===== src/hw/rtl/fmw_pkg.sv =====
package fmw_pkg;

   localparam int POS_BITS      = 8;
   localparam int MOTION_BITS   = 9;
   localparam int TARGET_BITS   = MOTION_BITS + 1;
   localparam int PIX_PORT_BITS = 16;
   localparam int DIM_BITS      = 9;
   localparam int CSR_IDX_BITS  = 2;

   localparam int DEF_MAX_WIDTH  = 256;
   localparam int DEF_MAX_HEIGHT = 256;
   localparam int DEF_PIXEL_BITS = 16;

   localparam logic [DIM_BITS-1:0] FRAME_WIDTH_RST  = DIM_BITS'(256);
   localparam logic [DIM_BITS-1:0] FRAME_HEIGHT_RST = DIM_BITS'(256);

   localparam logic [CSR_IDX_BITS-1:0] CSR_FRAME_WIDTH  = 2'd0;
   localparam logic [CSR_IDX_BITS-1:0] CSR_FRAME_HEIGHT = 2'd1;
   localparam logic [CSR_IDX_BITS-1:0] CSR_MASKED_MODE  = 2'd2;

   typedef enum logic [1:0] {
      ACT_LOAD    = 2'd0,
      ACT_SCATTER = 2'd1,
      ACT_READ    = 2'd2,
      ACT_NONE    = 2'd3
   } action_type;

   typedef struct packed {
      logic       valid;
      action_type action;
      logic       in_range;
   } stage_ctl_type;

endpackage


===== src/hw/rtl/fmw_addr_gen.sv =====
module fmw_addr_gen #(
   parameter int MAX_WIDTH  = fmw_pkg::DEF_MAX_WIDTH,
   parameter int MAX_HEIGHT = fmw_pkg::DEF_MAX_HEIGHT,
   parameter int PIXEL_BITS = fmw_pkg::DEF_PIXEL_BITS,
   parameter int AW         = $clog2(MAX_WIDTH * MAX_HEIGHT)
) (
   input  logic                                  clock,
   input  logic                                  reset,
   input  logic                                  accept,
   input  fmw_pkg::action_type                   action,
   input  logic [fmw_pkg::POS_BITS-1:0]          pos_x,
   input  logic [fmw_pkg::POS_BITS-1:0]          pos_y,
   input  logic [fmw_pkg::PIX_PORT_BITS-1:0]     pixel_value,
   input  logic                                  mask_bit,
   input  logic signed [fmw_pkg::MOTION_BITS-1:0] motion_dx,
   input  logic signed [fmw_pkg::MOTION_BITS-1:0] motion_dy,
   input  logic [fmw_pkg::DIM_BITS-1:0]          frame_width,
   input  logic [fmw_pkg::DIM_BITS-1:0]          frame_height,
   input  logic                                  masked_mode,
   output fmw_pkg::stage_ctl_type                s1_ctl,
   output logic [AW-1:0]                         s1_addr,
   output logic [PIXEL_BITS-1:0]                 s1_pixel,
   output logic                                  s1_mask
);
   import fmw_pkg::*;

   localparam int WUW = ($clog2(MAX_WIDTH + 1) > DIM_BITS) ? $clog2(MAX_WIDTH + 1) : DIM_BITS;
   localparam int HUW = ($clog2(MAX_HEIGHT + 1) > DIM_BITS) ? $clog2(MAX_HEIGHT + 1) : DIM_BITS;

   logic [WUW-1:0]                width_use;
   logic [HUW-1:0]                height_use;
   logic signed [TARGET_BITS-1:0] tx;
   logic signed [TARGET_BITS-1:0] ty;
   logic signed [TARGET_BITS-1:0] off_x;
   logic signed [TARGET_BITS-1:0] off_y;
   logic                          x_ok;
   logic                          y_ok;
   logic                          in_range;
   logic [AW-1:0]                 addr;

   stage_ctl_type                 ctl_ff, ctl_in;
   logic [AW-1:0]                 addr_ff;
   logic [PIXEL_BITS-1:0]         pixel_ff, pixel_in;
   logic                          mask_ff, mask_in;

   always_comb begin
      width_use  = (WUW'(frame_width) > WUW'(MAX_WIDTH)) ? WUW'(MAX_WIDTH) : WUW'(frame_width);
      height_use = (HUW'(frame_height) > HUW'(MAX_HEIGHT)) ? HUW'(MAX_HEIGHT) : HUW'(frame_height);
      off_x = (action == ACT_SCATTER) ? TARGET_BITS'(motion_dx) : '0;
      off_y = (action == ACT_SCATTER) ? TARGET_BITS'(motion_dy) : '0;
      tx = $signed({2'b00, pos_x}) + off_x;
      ty = $signed({2'b00, pos_y}) + off_y;
      x_ok = !tx[TARGET_BITS-1] && (WUW'(tx[TARGET_BITS-2:0]) < width_use);
      y_ok = !ty[TARGET_BITS-1] && (HUW'(ty[TARGET_BITS-2:0]) < height_use);
      in_range = x_ok && y_ok;
      addr = in_range ? (AW'(ty[TARGET_BITS-2:0]) * AW'(MAX_WIDTH) + AW'(tx[TARGET_BITS-2:0]))
                      : '0;
      ctl_in.valid    = accept;
      ctl_in.action   = action;
      ctl_in.in_range = in_range;
      pixel_in = masked_mode ? PIXEL_BITS'(pixel_value) : '0;
      if (action == ACT_LOAD && !masked_mode) begin
         mask_in = 1'b1;
      end else begin
         mask_in = mask_bit;
      end
      if (action == ACT_SCATTER) begin
         pixel_in = PIXEL_BITS'(pixel_value);
      end
   end

   always_ff @(posedge clock) begin
      if (reset) begin
         ctl_ff <= '0;
      end else begin
         ctl_ff <= ctl_in;
      end
   end

   always_ff @(posedge clock) begin
      addr_ff  <= addr;
      pixel_ff <= pixel_in;
      mask_ff  <= mask_in;
   end

   assign s1_ctl   = ctl_ff;
   assign s1_addr  = addr_ff;
   assign s1_pixel = pixel_ff;
   assign s1_mask  = mask_ff;

endmodule


===== config.mk =====
export PLATFORM = sky130hd
export DESIGN_NAME = fmw_addr_gen
export DESIGN_NICKNAME = d
export VERILOG_FILES = /design/src/hw/rtl/fmw_pkg.sv /design/src/hw/rtl/fmw_addr_gen.sv
export SDC_FILE = /design/constraint.sdc
export NUM_CORES = 1
export LEC_CHECK = 0
export ABC_AREA = 1
export BUFFER_PORTS_ARGS = -buffer_cell sky130_fd_sc_hd__buf_2
export CAP_MARGIN = 30
export CORE_ASPECT_RATIO = 0.8
export CORE_MARGIN = 10
export CORE_UTILIZATION = 50
export CTS_CLUSTER_SIZE = 12
export DETAILED_ROUTE_END_ITERATION = 8
export GPL_ROUTABILITY_DRIVEN = 0
export PLACE_DENSITY = 0.93
export RECOVER_POWER = 25
export REMOVE_ABC_BUFFERS = 1
export SYNTH_ARGS = -nofsm -noshare
export SYNTH_HDL_FRONTEND = slang
export SYNTH_SLANG_ARGS = --single-unit

===== constraint.sdc =====
create_clock -name clock -period 5.2 [get_ports clock]
set_clock_uncertainty 0.1 [all_clocks]
set_input_delay 0 -clock clock [delete_from_list [all_inputs] [get_ports clock]]
set_output_delay 0 -clock clock [all_outputs]
set_load 0.03 [all_outputs]

# Word level (Yosys, flattened, before mapping)
# Cells that the tools add are included.
# classes
add_sub_neg	3
n_lt_le_gt_ge	4
n_eq_ne	1
mux	6
reduce_logical	8
# op_table
op	count
$mux W16	2
$add A9 B10 Y10	2
$mux W10	2
$gt A9 B9 Y1 const B	2
$lt A9 B9 Y1	2
$mux W9	2
$add A16 B9 Y16	1
$logic_and A1 B1 Y1	4
$logic_not A1 Y1	3
$eq A2 B1 Y1 const B	1
$logic_not A2 Y1	1
# totals
ff_bits	37
input_bits	75
out_inout_bits	37

# Logic depth before layout (Yosys ltp)
# depth
ltp_word	6
mapped_depth	26

# Worst setup path after synthesis
# Ideal clock, no wire load.
# synth_path
kind	input -> register
from	input port action[0]
to	register addr_ff[10], in the netlist s1_addr[10]
arrival_time_ns	3.143
path_slack_ns	1.896
cell_stages	23
path_buffers	1
path_cell_list	inv_1 -> nor2_1 -> inv_1 -> nor2_1 -> ha_1 -> inv_1 -> fa_1 -> o21ai_0 -> nand2_1 -> nand2_1 -> nand2_1 -> a21oi_1 -> o21ai_0 -> nand3b_1 -> nand2_1 -> ha_1 -> a211o_1 -> a21oi_1 -> nand3_1 -> a21oi_2 -> nand2_2 -> buf_6 -> nor2_4
# synth_via
elab_chain_len	6
# synth_lines
item	line_no	rtl
start: declaration	fmw_addr_gen.sv:10	input fmw_pkg::action_type action,
$eq A2 B1 Y1 *	fmw_addr_gen.sv:49, fmw_addr_gen.sv:50	
parallel branches: the longest is 5 deep, another holds $add A16 B9 Y16	n/a	
end signal: assignment	fmw_addr_gen.sv:81	addr_ff <= addr;
end: declaration	fmw_addr_gen.sv:42	logic [AW-1:0] addr_ff;
# Mark *: on every way between the ends.
# A chain may end at the register's enable or synchronous reset.

# Final worst setup path
# layout_path
from	input port action[0]
to	register addr_ff[2], in the netlist s1_addr[2]
# layout_via
elab_chain_len	6
# layout_lines
item	line_no
$eq A2 B1 Y1 *	fmw_addr_gen.sv:49, fmw_addr_gen.sv:50
parallel branches: the longest is 5 deep, another holds $add A16 B9 Y16	n/a
# Marked as above.

==> metrics.txt <==
Worst VDD drop=0.000260 V; maximum capacitance violations=0; Slew HR=about 38%; num ports=112; routed wire length=slightly below 7000 µm; die span in x=99.5 µm; Area Growth Syn to Fin=36.9%; final setup fails=0; EDFF count, synth=0; Hold Crit Depth=3; CTS tree=yes; syn_area_per_cell=7.00 µm²; crit start category=input port; dominant cell type by area after synthesis=dfxtp_1; #FFs+latches synth=37; worst hold-check path type=in -> reg; Hold Crit Start=masked_mode; Vias/cell=about 4.6; CP most frequent cell=nand2_1; largest net degree at the start of global routing=18; Yosys cell types=29; PortBufs=approximately 110; endpoints failing hold=0; WP data required=~5.3 ns; number of antenna violations at the first check in global routing=0; cell family with most CP delay=simple AND/OR/NAND/NOR gates; Worst-path clk slew=0.07 ns; global route overflow=0; std cell rows=23; Nets=608; Post-CTS Resized=0; first-pass GRT wire length=approximately 12,000 µm; Area after DPL=around 0.0031 mm²; Synth area leaders=dfxtp_1 (29%), ha_1 (16%), nand2_1 (12%); maximum clock rate=0.222 GHz; Total GRT Usage=between 10% and 20%; post-synthesis sequential area ratio=29.3%; n_diodes=0; Iter 0 DRT Violations=130; synthesis warning total=0; critical path arrival=4.61 ns; Max Root-Sink Buffers=2; Core Region=0.00495 mm²; DRC viols=0; CP Capture Type=register; CTS root buf=clkbuf_8; Register Area=741 µm²; worst-path cell chain=dlygate4sd3_1 -> buf_2 -> inv_1 -> nor2_1 -> inv_1 -> nor2_1 -> ha_1 -> inv_1 -> fa_1 -> o21ai_0 -> nand2_1 -> nand2_1 -> nand2_1 -> a21oi_1 -> o21ai_0 -> nand3b_1 -> nand2_1 -> ha_1 -> a211o_1 -> a21oi_1 -> nand3_1 -> a21oi_2 -> nand2_2 -> nor2_1; dpl cells=531; HPWL after DPL=5650 µm; die area=0.00832 mm²; # clock sinks=37; worst hold slack=0.0627 ns; synthesized cell area=about 0.0025 mm²; period utilisation layout=86.8%; Hold EP=s1_pixel[8]; Setup TNS Final=0 ns; Initial Util=51.1%; Final Cell Area=0.00346 mm²; RSZ-0062 raised after global routing=false; CP max-delay cell=dlygate4sd3_1; leak pwr=2.01 nW; WL per Instance=about 12 µm; post-synth top area share=between 20% and 30%; P per Cell Area=268 mW/mm²; Die Span Y=83.6 µm; vias after detailed routing=2,578; Routed Antenna Nets=0; drt first pass iters=4; minimum clock period=4.51 ns; slowest cell delay on critical path=0.52 ns; Critical path buffers and inverters=5; # fillers=406; ys async rst share=0%; ratio of cells with drive above 1 in the final layout=between 20% and 30%; max-slew violation count=0; CTS buffer count=5; cell count after synthesis=between 300 and 400; top_reg_cell synth=dfxtp_1; outcome=completed; fin cells=~560; H-Tree Depth=2; worst slew pin tran=0.928 ns; crit path max fanout=17; Util after Layout=~70%; vias in the first global route=2,639; postcts setup bufs=0; CP Class=in -> reg; Hold Buf Count CTS=22; multi-input logic area=between 0.001 and 0.0015 mm²
-- area by class of cell --
class	count	area share, %
clock inverters	2	1.08
clock buffers	6	2.39
repair buffers	133	21.8
flip-flops and latches	37	21.4
inverters	74	8.03
well taps	62	2.24
multi-input cells	247	43.1
-- worst min-delay path, stage by stage --
cell and delay (ns):
buf_2 0.09, nor2_1 0.19, nor2_1 0.14
-- layout by cell type (no fill, tap or decap), types with 2 or more instances in the layout --
cell	count
o21bai_1	2
nand4_1	4
nor2_1	63
nor2_4	10
buf_2	94
clkbuf_1	17
clkbuf_8	6
nand2_1	80
nand3_1	9
o21ai_2	2
ha_1	33
xor2_1	6
fa_1	2
inv_2	3
o21ai_0	3
dlygate4sd3_1	22
o21ai_1	2
dfxtp_1	37
xnor2_1	6
a21oi_1	16
inv_1	70
-- worst max path at each step --
stage / startpoint / depth (start not counted) / slack [ns] / to
floorplan: action[0] / 22 / 1.66 / s1_addr[0]
global placement: action[0] / 23 / 1.24 / s1_addr[15]
detailed placement: action[0] / 23 / 0.96 / s1_addr[2]
CTS: action[0] / 24 / 0.70 / s1_addr[2]
global route: action[0] / 24 / 0.29 / s1_addr[2]
finish: action[0] / 24 / 0.69 / s1_addr[2]
-- metrics by stage --
stage | setup WS (ns) | total power [mW]
global placement | 1.24 | 0.664
detailed placement | 0.965 | 0.674
finish | 0.687 | 0.928
CTS | 0.705 | 0.937
floorplan | 1.66 | 0.572
global route | 0.288 | 0.990
-- where the power goes --
group	switching [mW]	internal [mW]
clock	0.0938	0.156
sequential	0.00738	0.318
combinational	0.228	0.125
total	0.330	0.598
-- flip-flops by register name (all words and copies together) (netlist names) --
name	count
s1_mask	1
s1_addr	16
s1_pixel	16
s1_ctl	4
-- per-layer routing --
layer | vias up | track usage [%] | share of wire (%)
met4 | 0 | 4.03 | 1.1
met1 | 1114 | 19.8 | 46
met2 | 95 | 27.3 | 45
li1 | 1362 | - | -
met5 | - | 0 | 0
met3 | 7 | 4.64 | 8.2
-- logic make-up (layout without fill, tap and decap cells) --
kind of cell,count (synthesis),after routing,share of synthesized area [%]
fa+ha+maj,35,35,17.9
compound gates,29,29,6.73
xor+xnor,13,13,4.80
flops,37,37,29.3
buf+inv,77,215,11.7
simple gates,170,170,29.5
-- synth_stat cells (all sizes together) (2+ instances only) --
library cell,instances
dfxtp,37
a21oi,17
xor2,7
fa,2
xnor2,6
o21bai,2
nand4,4
inv,73
nand3,9
nor2,74
o21ai,7
clkbuf,2
ha,33
nand2,81
Power figures use the tool's default switching activity.
